`config.mk`:
```
export PLATFORM = sky130hd
export DESIGN_NAME = bqc_seq
export DESIGN_NICKNAME = d
export VERILOG_FILES = /design/src/rtl/bqc_pkg.sv /design/src/rtl/bqc_seq.sv
export SDC_FILE = /design/constraint.sdc
export NUM_CORES = 1
export LEC_CHECK = 0
export BUFFER_PORTS_ARGS = -buffer_cell sky130_fd_sc_hd__buf_4
export CAP_MARGIN = 20
export CORE_AREA = 2 2 39 41
export CTS_CLUSTER_SIZE = 10
export DETAILED_ROUTE_END_ITERATION = 12
export DIE_AREA = 0 0 41 43
export MAX_ROUTING_LAYER = met4
export PLACE_DENSITY_LB_ADDON = 0.12
export SETUP_SLACK_MARGIN = 0.1
export SLEW_MARGIN = 40
export SYNTH_ARGS = -nofsm -noshare
export SYNTH_HDL_FRONTEND = slang
export SYNTH_SLANG_ARGS = --single-unit
```
`constraint.sdc`:
```
create_clock -name clk -period 1.9 [get_ports clk]
set_input_delay 0.285 -clock clk [delete_from_list [all_inputs] [get_ports clk]]
set_output_delay 0.285 -clock clk [all_outputs]
set_load 0.02 [all_outputs]
```
`src/rtl/bqc_pkg.sv`:
```
package bqc_pkg;

  // Block geometry
  localparam int NUM_STAGES  = 4;
  localparam int NUM_PRESETS = 8;
  localparam int SAMPLE_BITS = 16;
  localparam int COEFS       = 5;
  localparam int STAGE_W     = 2;
  localparam int SET_W       = 3;
  localparam int DATA_W      = 16;
  localparam int DLY_N       = 2 * NUM_STAGES;
  localparam int DLY_W       = 3;
  localparam int PC_W        = 4;

  // Number formats: Q2.30 coefficients, Q24.24 signals
  localparam int CW      = 32;
  localparam int QW      = 48;
  localparam int FRAC    = 24;
  localparam int CFRAC   = 30;
  localparam int PL_W    = CW + FRAC + 1;
  localparam int PH_W    = CW + QW - FRAC;
  localparam int FULL_W  = CW + QW;
  localparam int PROD_W  = FULL_W - CFRAC;
  localparam int ACC_W   = 52;

  // Coefficient selector within one stage
  typedef enum logic [2:0] {
    CF_B0 = 3'd0,
    CF_B1 = 3'd1,
    CF_B2 = 3'd2,
    CF_A1 = 3'd3,
    CF_A2 = 3'd4
  } coef_sel_t;

  // Multiplier operand
  typedef enum logic {
    OPD_X = 1'b0,
    OPD_Y = 1'b1
  } opd_t;

  // Accumulator operation
  typedef enum logic [1:0] {
    ACC_HOLD = 2'd0,
    ACC_PD   = 2'd1,  // acc = product + delay
    ACC_P    = 2'd2,  // acc = product
    ACC_AP   = 2'd3   // acc = acc + product
  } acc_op_t;

  // Writeback of the saturated accumulator
  typedef enum logic [2:0] {
    WB_NONE = 3'd0,
    WB_Y    = 3'd1,
    WB_D1   = 3'd2,
    WB_D2   = 3'd3,
    WB_X    = 3'd4   // x takes y, no accumulator involved
  } wb_t;

  // Sequencer operation
  typedef enum logic [2:0] {
    SEQ_NEXT    = 3'd0,
    SEQ_WAIT_IN = 3'd1,
    SEQ_LOOP    = 3'd2,
    SEQ_EMIT    = 3'd3,
    SEQ_GOTO    = 3'd4
  } seq_op_t;

  // One microcode word
  typedef struct packed {
    seq_op_t           seq;
    logic [PC_W-1:0]   jmp;
    coef_sel_t         coef;
    opd_t              opd;
    acc_op_t           acc_op;
    logic              d_sel;
    wb_t               wb;
  } uword_t;

  // Datapath control, sequencer to datapath
  typedef struct packed {
    coef_sel_t         coef;
    opd_t              opd;
    acc_op_t           acc_op;
    logic              d_sel;
    wb_t               wb;
    logic [STAGE_W-1:0] stage;
    logic              load_x;
  } dp_ctrl_t;

  // Decimal scaling of the coefficient ROM words
  localparam longint Q30 = 64'sd1073741824;
  localparam longint D7  = 64'sd10000000;
  localparam longint D8  = 64'sd100000000;
  localparam longint D9  = 64'sd1000000000;
  localparam longint D10 = 64'sd10000000000;
  localparam longint D11 = 64'sd100000000000;
  localparam longint D12 = 64'sd1000000000000;
  localparam longint D13 = 64'sd10000000000000;
  localparam longint H7  = D7 / 2;
  localparam longint H8  = D8 / 2;
  localparam longint H9  = D9 / 2;
  localparam longint H10 = D10 / 2;
  localparam longint H11 = D11 / 2;
  localparam longint H12 = D12 / 2;
  localparam longint H13 = D13 / 2;

  // Q2.30 coefficients [preset][stage][b0 b1 b2 a1 a2], rounded half away from zero
  localparam logic signed [CW-1:0] COEF_ROM [NUM_PRESETS][NUM_STAGES][COEFS] = '{
    '{ // 0.4 Hz
      '{CW'((15783620 * Q30 + H13) / D13), CW'((31567240 * Q30 + H13) / D13),
        CW'((15783620 * Q30 + H13) / D13), CW'((19990135 * Q30 + H7) / D7),
        CW'(-((99901985 * Q30 + H8) / D8))},
      '{CW'((15769340 * Q30 + H13) / D13), CW'((31538680 * Q30 + H13) / D13),
        CW'((15769340 * Q30 + H13) / D13), CW'((19972050 * Q30 + H7) / D7),
        CW'(-((99721130 * Q30 + H8) / D8))},
      '{CW'((15758428 * Q30 + H13) / D13), CW'((31516856 * Q30 + H13) / D13),
        CW'((15758428 * Q30 + H13) / D13), CW'((19958230 * Q30 + H7) / D7),
        CW'(-((99582930 * Q30 + H8) / D8))},
      '{CW'((15752529 * Q30 + H13) / D13), CW'((31505058 * Q30 + H13) / D13),
        CW'((15752529 * Q30 + H13) / D13), CW'((19950759 * Q30 + H7) / D7),
        CW'(-((99508216 * Q30 + H8) / D8))}
    },
    '{ // 2 Hz
      '{CW'((39381354 * Q30 + H12) / D12), CW'((78762708 * Q30 + H12) / D12),
        CW'((39381354 * Q30 + H12) / D12), CW'((19949514 * Q30 + H7) / D7),
        CW'(-((99510896 * Q30 + H8) / D8))},
      '{CW'((39204201 * Q30 + H12) / D12), CW'((78408402 * Q30 + H12) / D12),
        CW'((39204201 * Q30 + H12) / D12), CW'((19859773 * Q30 + H7) / D7),
        CW'(-((98613417 * Q30 + H8) / D8))},
      '{CW'((39069687 * Q30 + H12) / D12), CW'((78139374 * Q30 + H12) / D12),
        CW'((39069687 * Q30 + H12) / D12), CW'((19791632 * Q30 + H7) / D7),
        CW'(-((97931951 * Q30 + H8) / D8))},
      '{CW'((38997273 * Q30 + H12) / D12), CW'((77994546 * Q30 + H12) / D12),
        CW'((38997273 * Q30 + H12) / D12), CW'((19754949 * Q30 + H7) / D7),
        CW'(-((97565092 * Q30 + H8) / D8))}
    },
    '{ // 4 Hz
      '{CW'((15713498 * Q30 + H11) / D11), CW'((31426996 * Q30 + H11) / D11),
        CW'((15713498 * Q30 + H11) / D11), CW'((19896140 * Q30 + H7) / D7),
        CW'(-((99024256 * Q30 + H8) / D8))},
      '{CW'((15573111 * Q30 + H11) / D11), CW'((31146223 * Q30 + H11) / D11),
        CW'((15573111 * Q30 + H11) / D11), CW'((19718385 * Q30 + H7) / D7),
        CW'(-((97246141 * Q30 + H8) / D8))},
      '{CW'((15467347 * Q30 + H11) / D11), CW'((30934694 * Q30 + H11) / D11),
        CW'((15467347 * Q30 + H11) / D11), CW'((19584468 * Q30 + H7) / D7),
        CW'(-((95906550 * Q30 + H8) / D8))},
      '{CW'((15410705 * Q30 + H11) / D11), CW'((30821409 * Q30 + H11) / D11),
        CW'((15410705 * Q30 + H11) / D11), CW'((19512749 * Q30 + H7) / D7),
        CW'(-((95189129 * Q30 + H8) / D8))}
    },
    '{ // 10 Hz
      '{CW'((97469593 * Q30 + H11) / D11), CW'((19493919 * Q30 + H10) / D10),
        CW'((97469593 * Q30 + H11) / D11), CW'((19718981 * Q30 + H7) / D7),
        CW'(-((97579684 * Q30 + H8) / D8))},
      '{CW'((95337764 * Q30 + H11) / D11), CW'((19067553 * Q30 + H10) / D10),
        CW'((95337764 * Q30 + H11) / D11), CW'((19287692 * Q30 + H7) / D7),
        CW'(-((93258273 * Q30 + H8) / D8))},
      '{CW'((93768096 * Q30 + H11) / D11), CW'((18753619 * Q30 + H10) / D10),
        CW'((93768096 * Q30 + H11) / D11), CW'((18970134 * Q30 + H7) / D7),
        CW'(-((90076413 * Q30 + H8) / D8))},
      '{CW'((92939962 * Q30 + H11) / D11), CW'((18587992 * Q30 + H10) / D10),
        CW'((92939962 * Q30 + H11) / D11), CW'((18802595 * Q30 + H7) / D7),
        CW'(-((88397712 * Q30 + H8) / D8))}
    },
    '{ // 40 Hz
      '{CW'((14981559 * Q30 + H9) / D9), CW'((29963119 * Q30 + H9) / D9),
        CW'((14981559 * Q30 + H9) / D9), CW'((18475297 * Q30 + H7) / D7),
        CW'(-((90745598 * Q30 + H8) / D8))},
      '{CW'((13801535 * Q30 + H9) / D9), CW'((27603069 * Q30 + H9) / D9),
        CW'((13801535 * Q30 + H9) / D9), CW'((17020088 * Q30 + H7) / D7),
        CW'(-((75721493 * Q30 + H8) / D8))},
      '{CW'((13016825 * Q30 + H9) / D9), CW'((26033650 * Q30 + H9) / D9),
        CW'((13016825 * Q30 + H9) / D9), CW'((16052382 * Q30 + H7) / D7),
        CW'(-((65730554 * Q30 + H8) / D8))},
      '{CW'((12628246 * Q30 + H9) / D9), CW'((25256493 * Q30 + H9) / D9),
        CW'((12628246 * Q30 + H9) / D9), CW'((15573186 * Q30 + H7) / D7),
        CW'(-((60783158 * Q30 + H8) / D8))}
    },
    '{ // 100 Hz
      '{CW'((85667865 * Q30 + H9) / D9), CW'((17133573 * Q30 + H8) / D8),
        CW'((85667865 * Q30 + H9) / D9), CW'((14515796 * Q30 + H7) / D7),
        CW'(-((79425105 * Q30 + H8) / D8))},
      '{CW'((71984525 * Q30 + H9) / D9), CW'((14396905 * Q30 + H8) / D8),
        CW'((71984525 * Q30 + H9) / D9), CW'((12197254 * Q30 + H7) / D7),
        CW'(-((50766347 * Q30 + H8) / D8))},
      '{CW'((64143120 * Q30 + H9) / D9), CW'((12828624 * Q30 + H8) / D8),
        CW'((64143120 * Q30 + H9) / D9), CW'((10868585 * Q30 + H7) / D7),
        CW'(-((34343094 * Q30 + H8) / D8))},
      '{CW'((60572179 * Q30 + H9) / D9), CW'((12114436 * Q30 + H8) / D8),
        CW'((60572179 * Q30 + H9) / D9), CW'((10263515 * Q30 + H7) / D7),
        CW'(-((26864019 * Q30 + H8) / D8))}
    },
    '{ // 200 Hz
      '{CW'((29142074 * Q30 + H8) / D8), CW'((58284148 * Q30 + H8) / D8),
        CW'((29142074 * Q30 + H8) / D8), CW'((52130927 * Q30 + H8) / D8),
        CW'(-((68699222 * Q30 + H8) / D8))},
      '{CW'((22605098 * Q30 + H8) / D8), CW'((45210196 * Q30 + H8) / D8),
        CW'((22605098 * Q30 + H8) / D8), CW'((40437229 * Q30 + H8) / D8),
        CW'(-((30857621 * Q30 + H8) / D8))},
      '{CW'((19292853 * Q30 + H8) / D8), CW'((38585705 * Q30 + H8) / D8),
        CW'((19292853 * Q30 + H8) / D8), CW'((34512104 * Q30 + H8) / D8),
        CW'(-((11683514 * Q30 + H8) / D8))},
      '{CW'((17875346 * Q30 + H8) / D8), CW'((35750691 * Q30 + H8) / D8),
        CW'((17875346 * Q30 + H8) / D8), CW'((31976390 * Q30 + H8) / D8),
        CW'(-((34777725 * Q30 + H9) / D9))}
    },
    '{ // 400 Hz
      '{CW'((81145766 * Q30 + H8) / D8), CW'((16229153 * Q30 + H7) / D7),
        CW'((81145766 * Q30 + H8) / D8), CW'(-((14515796 * Q30 + H7) / D7)),
        CW'(-((79425105 * Q30 + H8) / D8))},
      '{CW'((68184721 * Q30 + H8) / D8), CW'((13636944 * Q30 + H7) / D7),
        CW'((68184721 * Q30 + H8) / D8), CW'(-((12197254 * Q30 + H7) / D7)),
        CW'(-((50766347 * Q30 + H8) / D8))},
      '{CW'((60757235 * Q30 + H8) / D8), CW'((12151447 * Q30 + H7) / D7),
        CW'((60757235 * Q30 + H8) / D8), CW'(-((10868585 * Q30 + H7) / D7)),
        CW'(-((34343094 * Q30 + H8) / D8))},
      '{CW'((57374792 * Q30 + H8) / D8), CW'((11474958 * Q30 + H7) / D7),
        CW'((57374792 * Q30 + H8) / D8), CW'(-((10263515 * Q30 + H7) / D7)),
        CW'(-((26864019 * Q30 + H8) / D8))}
    }
  };

endpackage

```
`src/rtl/bqc_seq.sv`:
```
module bqc_seq (
  input  logic              clk,
  input  logic              rst,
  input  logic              in_valid,
  output logic              in_ready,
  input  logic              out_free,
  output logic              emit,
  output bqc_pkg::dp_ctrl_t ctrl
);
  import bqc_pkg::*;

  localparam int PC_DEPTH = 1 << PC_W;
  localparam logic [PC_W-1:0] PC_IDLE = PC_W'(0);
  localparam logic [PC_W-1:0] PC_BODY = PC_W'(1);
  localparam logic [PC_W-1:0] PC_EMIT = PC_W'(13);

  // Program: one stage body (12 steps) looped over the stages.
  // An issued product passes the operand, partial and product registers to the accumulator input.
  localparam uword_t UCODE [PC_DEPTH] = '{
    '{SEQ_WAIT_IN, PC_IDLE, CF_B0, OPD_X, ACC_HOLD, 1'b0, WB_NONE}, // wait for sample
    '{SEQ_NEXT,    PC_IDLE, CF_B0, OPD_X, ACC_HOLD, 1'b0, WB_NONE}, // issue b0*x
    '{SEQ_NEXT,    PC_IDLE, CF_B1, OPD_X, ACC_HOLD, 1'b0, WB_NONE}, // issue b1*x
    '{SEQ_NEXT,    PC_IDLE, CF_B0, OPD_X, ACC_HOLD, 1'b0, WB_NONE},
    '{SEQ_NEXT,    PC_IDLE, CF_B0, OPD_X, ACC_PD,   1'b0, WB_NONE}, // b0*x + d1
    '{SEQ_NEXT,    PC_IDLE, CF_B0, OPD_X, ACC_PD,   1'b1, WB_Y},    // y; b1*x + d2
    '{SEQ_NEXT,    PC_IDLE, CF_A1, OPD_Y, ACC_HOLD, 1'b0, WB_NONE}, // issue a1*y
    '{SEQ_NEXT,    PC_IDLE, CF_B2, OPD_X, ACC_HOLD, 1'b0, WB_NONE}, // issue b2*x
    '{SEQ_NEXT,    PC_IDLE, CF_A2, OPD_Y, ACC_HOLD, 1'b0, WB_X},    // issue a2*y; x = y
    '{SEQ_NEXT,    PC_IDLE, CF_B0, OPD_X, ACC_AP,   1'b0, WB_NONE}, // + a1*y
    '{SEQ_NEXT,    PC_IDLE, CF_B0, OPD_X, ACC_P,    1'b0, WB_D1},   // new d1; b2*x
    '{SEQ_NEXT,    PC_IDLE, CF_B0, OPD_X, ACC_AP,   1'b0, WB_NONE}, // + a2*y
    '{SEQ_LOOP,    PC_BODY, CF_B0, OPD_X, ACC_HOLD, 1'b0, WB_D2},   // new d2; next stage
    '{SEQ_EMIT,    PC_IDLE, CF_B0, OPD_X, ACC_HOLD, 1'b0, WB_NONE}, // hand off result
    '{SEQ_GOTO,    PC_IDLE, CF_B0, OPD_X, ACC_HOLD, 1'b0, WB_NONE},
    '{SEQ_GOTO,    PC_IDLE, CF_B0, OPD_X, ACC_HOLD, 1'b0, WB_NONE}
  };

  logic [PC_W-1:0]    pc;
  logic [PC_W-1:0]    pc_next;
  logic [STAGE_W-1:0] stage;
  logic [STAGE_W-1:0] stage_next;
  uword_t             uw;

  assign uw = UCODE[pc];

  // Step counter and jumps
  always_comb begin
    pc_next    = pc;
    stage_next = stage;
    in_ready   = 1'b0;
    emit       = 1'b0;
    case (uw.seq)
      SEQ_WAIT_IN: begin
        in_ready = 1'b1;
        if (in_valid) begin
          pc_next    = pc + 1'b1;
          stage_next = '0;
        end
      end
      SEQ_NEXT: pc_next = pc + 1'b1;
      SEQ_LOOP: begin
        if (stage == STAGE_W'(NUM_STAGES - 1)) begin
          pc_next = pc + 1'b1;
        end else begin
          stage_next = stage + 1'b1;
          pc_next    = uw.jmp;
        end
      end
      SEQ_EMIT: begin
        if (out_free) begin
          emit    = 1'b1;
          pc_next = uw.jmp;
        end
      end
      SEQ_GOTO: pc_next = uw.jmp;
      default:  pc_next = PC_IDLE;
    endcase
  end

  always_ff @(posedge clk) begin
    if (rst) begin
      pc    <= PC_IDLE;
      stage <= '0;
    end else begin
      pc    <= pc_next;
      stage <= stage_next;
    end
  end

  // Datapath control
  always_comb begin
    ctrl.coef   = uw.coef;
    ctrl.opd    = uw.opd;
    ctrl.acc_op = uw.acc_op;
    ctrl.d_sel  = uw.d_sel;
    ctrl.wb     = uw.wb;
    ctrl.stage  = stage;
    ctrl.load_x = in_valid && in_ready;
  end

`ifndef SYNTH
  a_stage_moves: assert property (@(posedge clk) disable iff (rst)
    !$stable(stage) |-> $past(uw.seq == SEQ_LOOP || (uw.seq == SEQ_WAIT_IN && in_valid)))
    else $error("stage counter changed outside a loop step or sample accept");

  a_emit_to_idle: assert property (@(posedge clk) disable iff (rst)
    emit |=> pc == PC_IDLE)
    else $error("sequencer did not return to idle after emitting a result");

  a_pc_range: assert property (@(posedge clk) disable iff (rst)
    pc <= PC_EMIT)
    else $error("step counter left the program");

  a_one_item: assert property (@(posedge clk) disable iff (rst)
    in_valid && in_ready |=> !in_ready)
    else $error("new sample taken while one is still in work");
`endif

endmodule

```
# Word-level counts from Yosys, hierarchy flattened
# Memories as Yosys holds them, arrays and structs flattened.
# Index checks and enable logic that the tools add are counted.
# word_totals
ff_bits	6
latchBits	0
ramBits	0
romBits	272
in_bits	4
out_inout_bits	15
elab_cells	32
memories	1
# op_classes
add_sub_neg	2
mul	0
div_mod_pow	0
magnitude_cmp	1
eq_ne	8
shift	0
n_mux	12
bitwise_logic	1
reduce_logical	5
# mem_list
memory	depth	width	read_ports	rd_clocked_by_memory_dff	wr	line_no	text
(name not given)	16	17	1	0	0	bqc_seq.sv:44	assign uw = UCODE[pc];
# op_table
operator	count
2-to-1 mux 17 bit	2
case mux 4 bit (5 select lines)	1
2-to-1 mux 4 bit	3
== test 3 x 2 -> 1 bit, second input constant	2
inequality test 2 bit, second input constant	3
greater-or-equal comparator 5 bit, second input constant	1
NOT 4 -> 5 bit	1
adder 4 x 1 -> 4 bit, second input constant	1
2-to-1 mux 2 bit	2
case mux 2 bit (2 select lines)	1
== test 3 x 1 -> 1 bit, second input constant	1
== test 3 bit, second input constant	1
logical NOT 3 bit	1
2-to-1 mux 1 bit	3
AND reduction 3 bit	1
adder 2 x 1 -> 2 bit, second input constant	1
== test 2 bit, second input constant	1
AND reduction 2 bit	1
nonzero test 2 bit	1
logical AND 1 bit	1

# Depth between registers and ports, before layout
# Gate-level depths: netlist of run 1.
# depth
ltp_word	7
depth_mapped	6
mapped_depth_nobuf	6

# Worst setup path before layout of run 1
# No wires, ideal clock.
# synth_path
path_type	register to register
startpoint	register pc[1]
endpoint	register pc[0]
setup_ps	74
arrival_time_ps	1613
required_ps	1826
slack_ps	213
stages_incl_launch_ff	7
n_path_buf	0
synth_period_minus_slack_ps	1687
cell_sequence	dfxtp_1 -> inv_1 -> ha_1 -> nor3b_2 -> o2bb2ai_2 -> or3_1 -> a31oi_1
# synth_between
elab_chain_cells	7
word_cells_on_any_way	15
classes_between	6 x eq/ne; 5 x mux; 1 x bitwise; 2 x reduce/logical; 1 x memory
# synth_lines
element	line_no	text
start, declared	bqc_seq.sv:38	logic [PC_W-1:0] pc;
start signal, assigned	bqc_seq.sv:85	pc <= pc_next;
NOT 4 -> 5 bit (not written as such) (*)	bqc_seq.sv:44	
memory (16 x 17 bit) (*)	n/a	
2-to-1 mux 17 bit (not written as such) (*) (2 in series)	bqc_seq.sv:44	
== test 3 x 2 -> 1 bit / == test 3 x 1 -> 1 bit (equally long branches)	bqc_seq.sv:52	case (uw.seq)
inequality test 2 bit (no source line)	n/a	
AND reduction 2 bit (no source line)	n/a	
# Mark *: on every way between the ends. The rest lies on a longest branch, timed or not. The select of a mux whose other input is x is not followed.
# A chain may end at the register's enable or synchronous reset.

==> results of run 1 <==
-- worst max-delay path by stage --
stage	end	slack, ns	cells past startpoint
2_1_floorplan	pc[0]	0.21	6
3_3_place_gp	pc[0]	0.18	6
3_5_place_dp	pc[0]	0.08	6
4_1_cts	pc[0]	0.15	6
5_1_grt	ctrl[3]	0.11	5
6_report	ctrl[9]	0.24	6
-- critical path: cells and delay by family (launching register included) --
kind / cells / cell delay, ns
flops: 1 / 0.36
fa+ha+maj: 1 / 0.22
compound gates: 1 / 0.10
simple gates: 2 / 0.23
buf+inv: 2 / 0.23
-- per-stage QoR --
stage	area [µm²]	utilization [%]	std cells
floorplan	526	-	64
global placement	678	49.0	97
detailed placement	678	49.0	97
CTS	702	50.7	100
global route	709	51.3	100
finish	709	51.3	100
-- registers in the layout (all words and copies together), names as in the netlist --
name and count:
pc 4, stage 2
-- cells by family after synthesis --
family | count (synthesis) | synth area share [%]
flops | 6 | 22.9
mux | 2 | 3.81
compound gates | 12 | 17.1
fa+ha+maj | 6 | 14.3
simple gates | 30 | 35.0
buf+inv | 8 | 6.91
-- cells in the mapped netlist (all sizes together) (2+ instances only) --
library cell and number:
nand2 6, a21oi 3, nor2 6, nand4b 2, buf 3, and2 2, dfxtp 6, nor3b 2
inv 5, o22ai 2, a31oi 2, mux2i 2, ha 6, nor2b 4
-- layout make-up --
cell class	instances	share of cell area, %
Multi-Input combinational cell	50	52.7
Inverter	5	2.65
Timing Repair Buffer	20	21.2
Tap cell	16	2.82
Sequential cell	6	17.5
Clock buffer	3	3.17
-- power by group --
part / internal, mW / leakage, nW / switching, mW
clock network: 0.0709 / 0.0138 / 0.0379
registers: 0.138 / 0.0494 / 0.0120
logic: 0.0907 / 0.267 / 0.112
total: 0.300 / 0.330 / 0.162
-- per-layer routing --
metal / global-route usage [%] / up-vias / part of all wire (%)
met5: - / - / 0
met4: 2.00 / 0 / 0
met3: 4.71 / 0 / 5.8
met2: 21.6 / 12 / 45
met1: 24.8 / 221 / 49
li1: - / 269 / -
-- what timing repair did --
item | in CTS | in global routing
setup endpoints to repair | 2 | 2
pin swaps | 0 | 1
resized for setup | 1 | 3
cloned | 0 | 0
buffers inserted | 0 | 0
==> out/metrics.cfg, run 1 <==
[status]
outcome=completed

[yosys]
syn_nets=74
ys_types=30
syn_area_per_cell_um2=8.21
synthTopCellsByArea=dfxtp_1 23%, ha_1 14%, nor2b_1 4.8%
yosysTopAreaCell=dfxtp_1
synth-edff-count=0
yosysTopAreaCellShare_pct=22.9
syn-cell-area_um2=526
ys_warn_count=0
ys_seq_elements=6
synth_ff_type=dfxtp_1
ys_seq_area_share_pct=22.9
async_flop_share_pct=0
netlist_instances=64

[die]
dieArea_mm2=0.00176
start_util_pct=38.0
coreArea_mm2=0.00138
ios=19
dieHeight_um=43
row_count=14
die-width_um=41

[critical_path]
crit_type=reg2out
rrSetupSlack_ns=0.27
cp.arrival_ns=1.37
worstSetupEndpointType=output pin
r2r-end=pc[0]
crit_path_max_fanout=7
slowest_delay_ns=0.36
timing.rr.start=pc[0]
crit_required_ns=1.62
reg2reg_depth=6
start_kind=flop
slowest_stage=dfxtp_4
critPathLaunch=pc[0]
crit_chain=inv_1 > ha_2 > nand2_1 > nor2_2 > a21o_1 > buf_4

[hold_path]
holdPathStages=2
hp-class=in2reg
hold_path.startpoint=rst
min_to=pc[1]

[routing]
drtPass1Iterations=4
drc_errors=0
routed_wirelength_mm=1.14
ant_nets=0
num_vias=502
drtIter0Drc=9
via_per_inst=5.02
wire_per_inst_um=11.4

[timing]
finalCriticalPeriod_ns=1.66
timing.final.ws_setup_ns=0.242
drv_slew=0
hold_viol_final=0
grt_setup_unrepaired=false
clock-skew-final_ns=0.000422
final-setup-viol-count=0
max-slew-margin-rel_pct=73.0
fin_tns_setup_ns=0
period_share_pct=87.2
max_freq_mhz=603
worst_pin_slew_ns=0.405
whs_ns=0.263

[cells_and_area]
area_growth_pct=35.0
insertedDiodeCount=0
final_common_cell=buf_4
multiInputGateArea_um2=374
nFillCells=140
nets=96
drive_gt1_share_pct=35.7
final_cell_mix=20 x buf_4, 6 x nand2_1
seq_area_um2=124

[clock_network]
clk_latency_ns=0.23
root_buffer=clkbuf_4
cts_tree=done
clk_pin_slew_ns=0.04
cts_hold_buf=0
htree_levels=1
cts.sinks=6
clockBufferDepth=2
cts_buffers=3

[grt]
grt_pass1_wl_mm=1.97
grt_overflow=0
grt_max_degree=14
antenna_found_initial=0
grt.total_usage_pct=16.2
grt_pass1_vias=455

[power]
finalPower_mw=0.461
peakVddDrop_mv=0.521
power.density_mw_per_mm2=650
leakage_nw=0.330

[place]
port_buffers=18
gp_congestion=0.765
dpl.hpwl_um=894
dpl_worst_slack_ns=0.0839

[job]
max-cap-violations=0

Note: power is estimated with default switching activity, not from simulation.
==> run 2: changes to the inputs <==
- RECOVER_POWER: unset -> 50
==> run 2 against run 1 <==
Net effect: clock power hardly changed; combinational power is 5% lower; register-to-register slack worse by 0.06 ns; sequential share of layout area rose by 0.64 points; non-clock buffer count stayed put; cell area fell by 3.5%; die area unchanged; hold slack about the same; first-iteration DRC count is the same; clock skew stayed put; largest cell class unchanged; largest power group unchanged; highest routed layer unchanged.
==> out/metrics.cfg, run 2 (synthesized netlist as in run 1, its figures left out) <==
[hold_path]
holdPathStages=2
hp-class=in2reg
hold_path.startpoint=rst
min_to=pc[1]

[clock_network]
clk_latency_ns=0.23
post_cts.repair.setup_buffers=0
cts_buffers=3
root_buffer=clkbuf_4
cts.sinks=6
cts_tree=done
clockBufferDepth=2
htree_levels=1
clk_pin_slew_ns=0.04

[die]
dieArea_mm2=0.00176
die-width_um=41
start_util_pct=38.0
row_count=14
coreArea_mm2=0.00138
dieHeight_um=43
ios=19

[timing]
clock-skew-final_ns=0.000422
whs_ns=0.264
max-slew-margin-rel_pct=72.9
worst_pin_slew_ns=0.406
period_share_pct=89.0
finalCriticalPeriod_ns=1.69
grt_setup_unrepaired=false
final-setup-viol-count=0
hold_viol_final=0
max_freq_mhz=591
drv_slew=0
fin_tns_setup_ns=0

[critical_path]
slowest_stage=dfxtp_4
r2r-end=pc[0]
reg2reg_depth=6
timing.rr.start=pc[0]
cp.arrival_ns=1.83
slowest_delay_ns=0.37
rrSetupSlack_ns=0.21
crit_path_max_fanout=7
start_kind=flop
worstSetupEndpointType=flop
crit_required_ns=2.04
crit_chain=inv_1 > ha_1 > nor3b_2 > o2bb2ai_2 > or3_1 > a31oi_1
crit_type=reg2reg

[power]
leakage_nw=0.305
switching_power_mw=0.161
finalPower_mw=0.452
comb_power_share_pct=42.7
peakVddDrop_mv=0.521
power_frac_seq_pct=33.2
swShare_pct=35.7
power.density_mw_per_mm2=660
p_int_mw=0.291
power_frac_clock_pct=24.1

[place]
dp_cells=97
dpl.hpwl_um=894
port_buffers=18
gp_congestion=0.765

[routing]
drtIter0Drc=9
ant_nets=0
wire_per_inst_um=11.4
num_vias=499
wl_met3_um=61
drtPass1Iterations=4
wl_met1_um=555
met2WireLength_um=521
drc_errors=0
highest_layer=met3
routed_wirelength_mm=1.14
via_per_inst=4.99

[cells_and_area]
top_register=pc
layout.cells.non_filler=100
nFillCells=146
drive_gt1_share_pct=27.4
insertedDiodeCount=0
nets=96
final_common_cell=buf_4
area_growth_pct=30.2
final_cell_mix=14 x buf_4, 6 x nand2_1, 6 x ha_1, 6 x clkbuf_1
largest_register_ffs=4
reg.largest.list=pc x4, stage x2

[status]
outcome=completed

[grt]
grt_overflow=0
grt_max_degree=14
grt.total_usage_pct=16.2
grt_pass1_wl_mm=1.97
antenna_found_initial=0
grt_pass1_vias=455

[job]
max-cap-violations=0

run 2: power by group through the flow:
stage	combinational [mW]	sequential (mW)	clock, mW
finish	0.193	0.150	0.109
global route	0.217	0.153	0.122
CTS	0.202	0.149	0.116
detailed placement	0.200	0.150	0
global placement	0.202	0.149	0
floorplan	0.129	0.153	0
run 2: area by class of cell:
class / instances / area, µm² / area share (%)
Sequential cell: 6 / 124 / 18.1
Inverter: 5 / 18.8 / 2.74
Multi-Input combinational cell: 50 / 372 / 54.3
Tap cell: 16 / 20.0 / 2.93
Timing Repair Buffer: 20 / 128 / 18.6
Clock buffer: 3 / 22.5 / 3.29
run 2: how the worst max path moves through the flow:
stage	startpoint	endpoint	cells after the start
5_1_grt	pc[0]	ctrl[9]	6
3_3_place_gp	pc[0]	pc[0]	6
4_1_cts	pc[0]	pc[0]	6
2_1_floorplan	pc[1]	pc[0]	6
6_report	pc[0]	pc[0]	6
3_5_place_dp	pc[0]	pc[0]	6
run 2: critical path: cells and delay by family (launching register included):
family	cells	cell delay, ns
buffers and inverters	1	0.08
and+or+nand+nor	2	0.54
DFF	1	0.37
adders and majority gates	1	0.25
AOI/OAI and AO/OA	2	0.35
run 2: what timing repair did:
| action | 4_1_cts | 5_1_grt |
|---|---|---|
| hold buffers | 0 | 0 |
| setup endpoints to repair | 2 | 2 |
| gates resized for setup | 1 | 3 |
| pin swaps | 0 | 1 |
run 2: per-stage QoR:
stage          cell area, µm²  utilization, %  setup slack, ns
3_3_place_gp              678            49.0            0.182
3_5_place_dp              678            49.0           0.0839
2_1_floorplan             526               -            0.213
5_1_grt                   684            49.5           0.0745
4_1_cts                   702            50.7            0.152
6_report                  684            49.5            0.209
run 2: routing by layer:
| metal | up-vias | global-route usage, % |
|---|---|---|
| li1 | 269 | - |
| met1 | 220 | 24.8 |
| met2 | 10 | 21.6 |
| met3 | 0 | 4.71 |
| met4 | 0 | 2.00 |
| met5 | - | - |
==> run 3: changes to the inputs <==
- ABC_AREA: unset -> 1
- REMOVE_ABC_BUFFERS: unset -> 1
==> run 3 against run 2 <==
Net effect: cell count grew 26%; count of clock-buffer cells in the layout is the same; synthesized cell count grew 42%; non-clock buffer count shrank 1; combinational power grew 61%; clock skew grew 0.0057 ns; total power grew 34%; setup slack gained 0.025 ns; first-iteration DRC count grew 130%; sequential power grew 22%; critical path type is now reg2out; largest cell class unchanged; highest routed layer is now met4.
==> out/metrics.cfg, run 3 <==
[cells_and_area]
nets=122
area_growth_pct=21.2
top_register=pc
reg.largest.list=pc x4, stage x2
largest_register_ffs=4
utilization_pct=54.7
drive_gt1_share_pct=33.6
final_cell_mix=16 x nor2_1, 16 x buf_4, 15 x nand2_1
insertedDiodeCount=0

[yosys]
syn_area_per_cell_um2=6.86
async_flop_share_pct=0
yosysTopAreaCellShare_pct=19.2
ys_types=23
netlist_instances=91
ys_top_cells_by_count=16 x nor2_1, 15 x nand2_1, 14 x inv_1
ys_seq_area_share_pct=19.2
syn-cell-area_um2=624
yosysTopAreaCell=dfxtp_1
ys_seq_elements=6
synth_most_common_cell=nor2_1
synth_ff_type=dfxtp_1
synth-edff-count=0
synthTopCellsByArea=dfxtp_1 19%, ha_1 12%, nor2_1 9.6%
ys_warn_count=0

[routing]
wire_per_inst_um=10.3
drc_errors=0
num_vias=598
drtPass1Iterations=4
ant_nets=0
routed_wirelength_mm=1.30
drtIter0Drc=21
via_per_inst=4.75

[hold_path]
holdPathStages=4
min_to=pc[3]
hp-class=in2reg
hold_path.startpoint=rst

[clock_network]
cts_buffers=3
clk_pin_slew_ns=0.04
cts_tree=done
root_buffer=clkbuf_4
htree_levels=1
cts_hold_buf=0
clk_latency_ns=0.24
cts.sinks=6
clockBufferDepth=2
post_cts.repair.setup_buffers=0

[grt]
grt_overflow=0
grt_pass1_wl_mm=2.04
antenna_found_initial=0
grt_most_used_layer=met1
use_met2_pct=21.6
gr-usage-met3_pct=4.71
grt.total_usage_pct=18.1
grt_max_degree=12
met1_usage_pct=24.8
grt_pass1_vias=479

[die]
row_count=14
dieHeight_um=43
dieArea_mm2=0.00176
die-width_um=41
ios=19
start_util_pct=45.1
coreArea_mm2=0.00138

[power]
peakVddDrop_mv=0.389
power.density_mw_per_mm2=803
leakage_nw=0.391

[status]
outcome=completed

[place]
gp_congestion=0.898
dpl.hpwl_mm=1.03
port_buffers=18

[timing]
hold_viol_final=0
fin_tns_setup_ns=0
whs_ns=0.283
period_share_pct=87.7
drv_slew=0
grt_setup_unrepaired=false
finalCriticalPeriod_ns=1.67
max-slew-margin-rel_pct=71.8
max_freq_mhz=600
worst_pin_slew_ns=0.419
final-setup-viol-count=0
clock-skew-final_ns=0.00615

[critical_path]
cp.arrival_ns=1.38
crit_path_max_fanout=7
crit_required_ns=1.62
start_kind=flop
r2r-end=pc[2]
worstSetupEndpointType=output pin
critPathLaunch=pc[1]
reg2reg_depth=6
timing.rr.start=pc[1]
crit_type=reg2out
rrSetupSlack_ns=0.23

[job]
max-cap-violations=0

==> run 3: cell types whose count changed after synthesis, sizes merged, moves of 3 or more <==
cell | before | now
nor2b | 4 | 0
nand3 | 0 | 3
nand4 | 0 | 3
inv | 5 | 16
nor2 | 6 | 20
nand2 | 6 | 18
o21ai | 0 | 11
==> run 3: worst max-delay path by stage <==
stage,slack [ns],endpoint,depth (start not counted)
after global placement,0.36,ctrl[3],7
after global routing,0.1,emit,5
final,0.23,emit,5
after detailed placement,0.36,ctrl[3],7
after CTS,0.15,emit,5
after floorplan,0.34,stage[1],9
==> run 3: cell type report <==
| cell class | count | area [µm²] |
|---|---|---|
| multi-input combinational | 66 | 397 |
| sequential | 6 | 124 |
| tap | 16 | 20.0 |
| timing repair buffer | 19 | 131 |
| clock buffer | 3 | 22.5 |
| inverter | 16 | 62.6 |
| fill | 144 | 627 |
==> run 3: cell families (layout without fill, tap and decap cells) <==
kind of cell	after synthesis	count (layout)	synth area share (%)
AND/OR/NAND/NOR	45	45	37.7
AO/OA/AOI/OAI	15	15	16.6
flip-flops	6	6	19.2
adder cells (fa/ha/maj)	6	6	12.0
buffers and inverters	19	38	14.4
==> run 3: critical path, cell delays in order (launching register included) <==
cell and delay [ns]:
dfxtp_2 0.35, inv_4 0.10, ha_1 0.20, nand4_1 0.20, nor2_1 0.13, buf_4 0.15
==> run 3: per-stage QoR <==
step / std cells / instance area [µm²] / worst slack [ns] / total power [mW]
floorplan: 88 / 594 / 0.339 / 0.407
finish: 126 / 757 / 0.233 / 0.608
global route: 126 / 757 / 0.0953 / 0.665
CTS: 126 / 779 / 0.152 / 0.623
global placement: 123 / 757 / 0.356 / 0.503
detailed placement: 123 / 757 / 0.356 / 0.504
==> run 3: timing repair <==
action,in CTS,in global routing
gates resized for setup,1,6
setup endpoints to repair,1,5
hold endpoints to repair,0,0
==> run 3: where the power goes <==
group | internal, mW | switching, mW
sequential | 0.151 | 0.0326
clock | 0.0712 | 0.0423
combinational | 0.111 | 0.200
==> run 3: routing by layer <==
layer	part of all wire [%]	up-vias
li1	-	323
met1	46	253
met2	46	18
met3	5.4	4
met4	2.8	0
met5	0	-
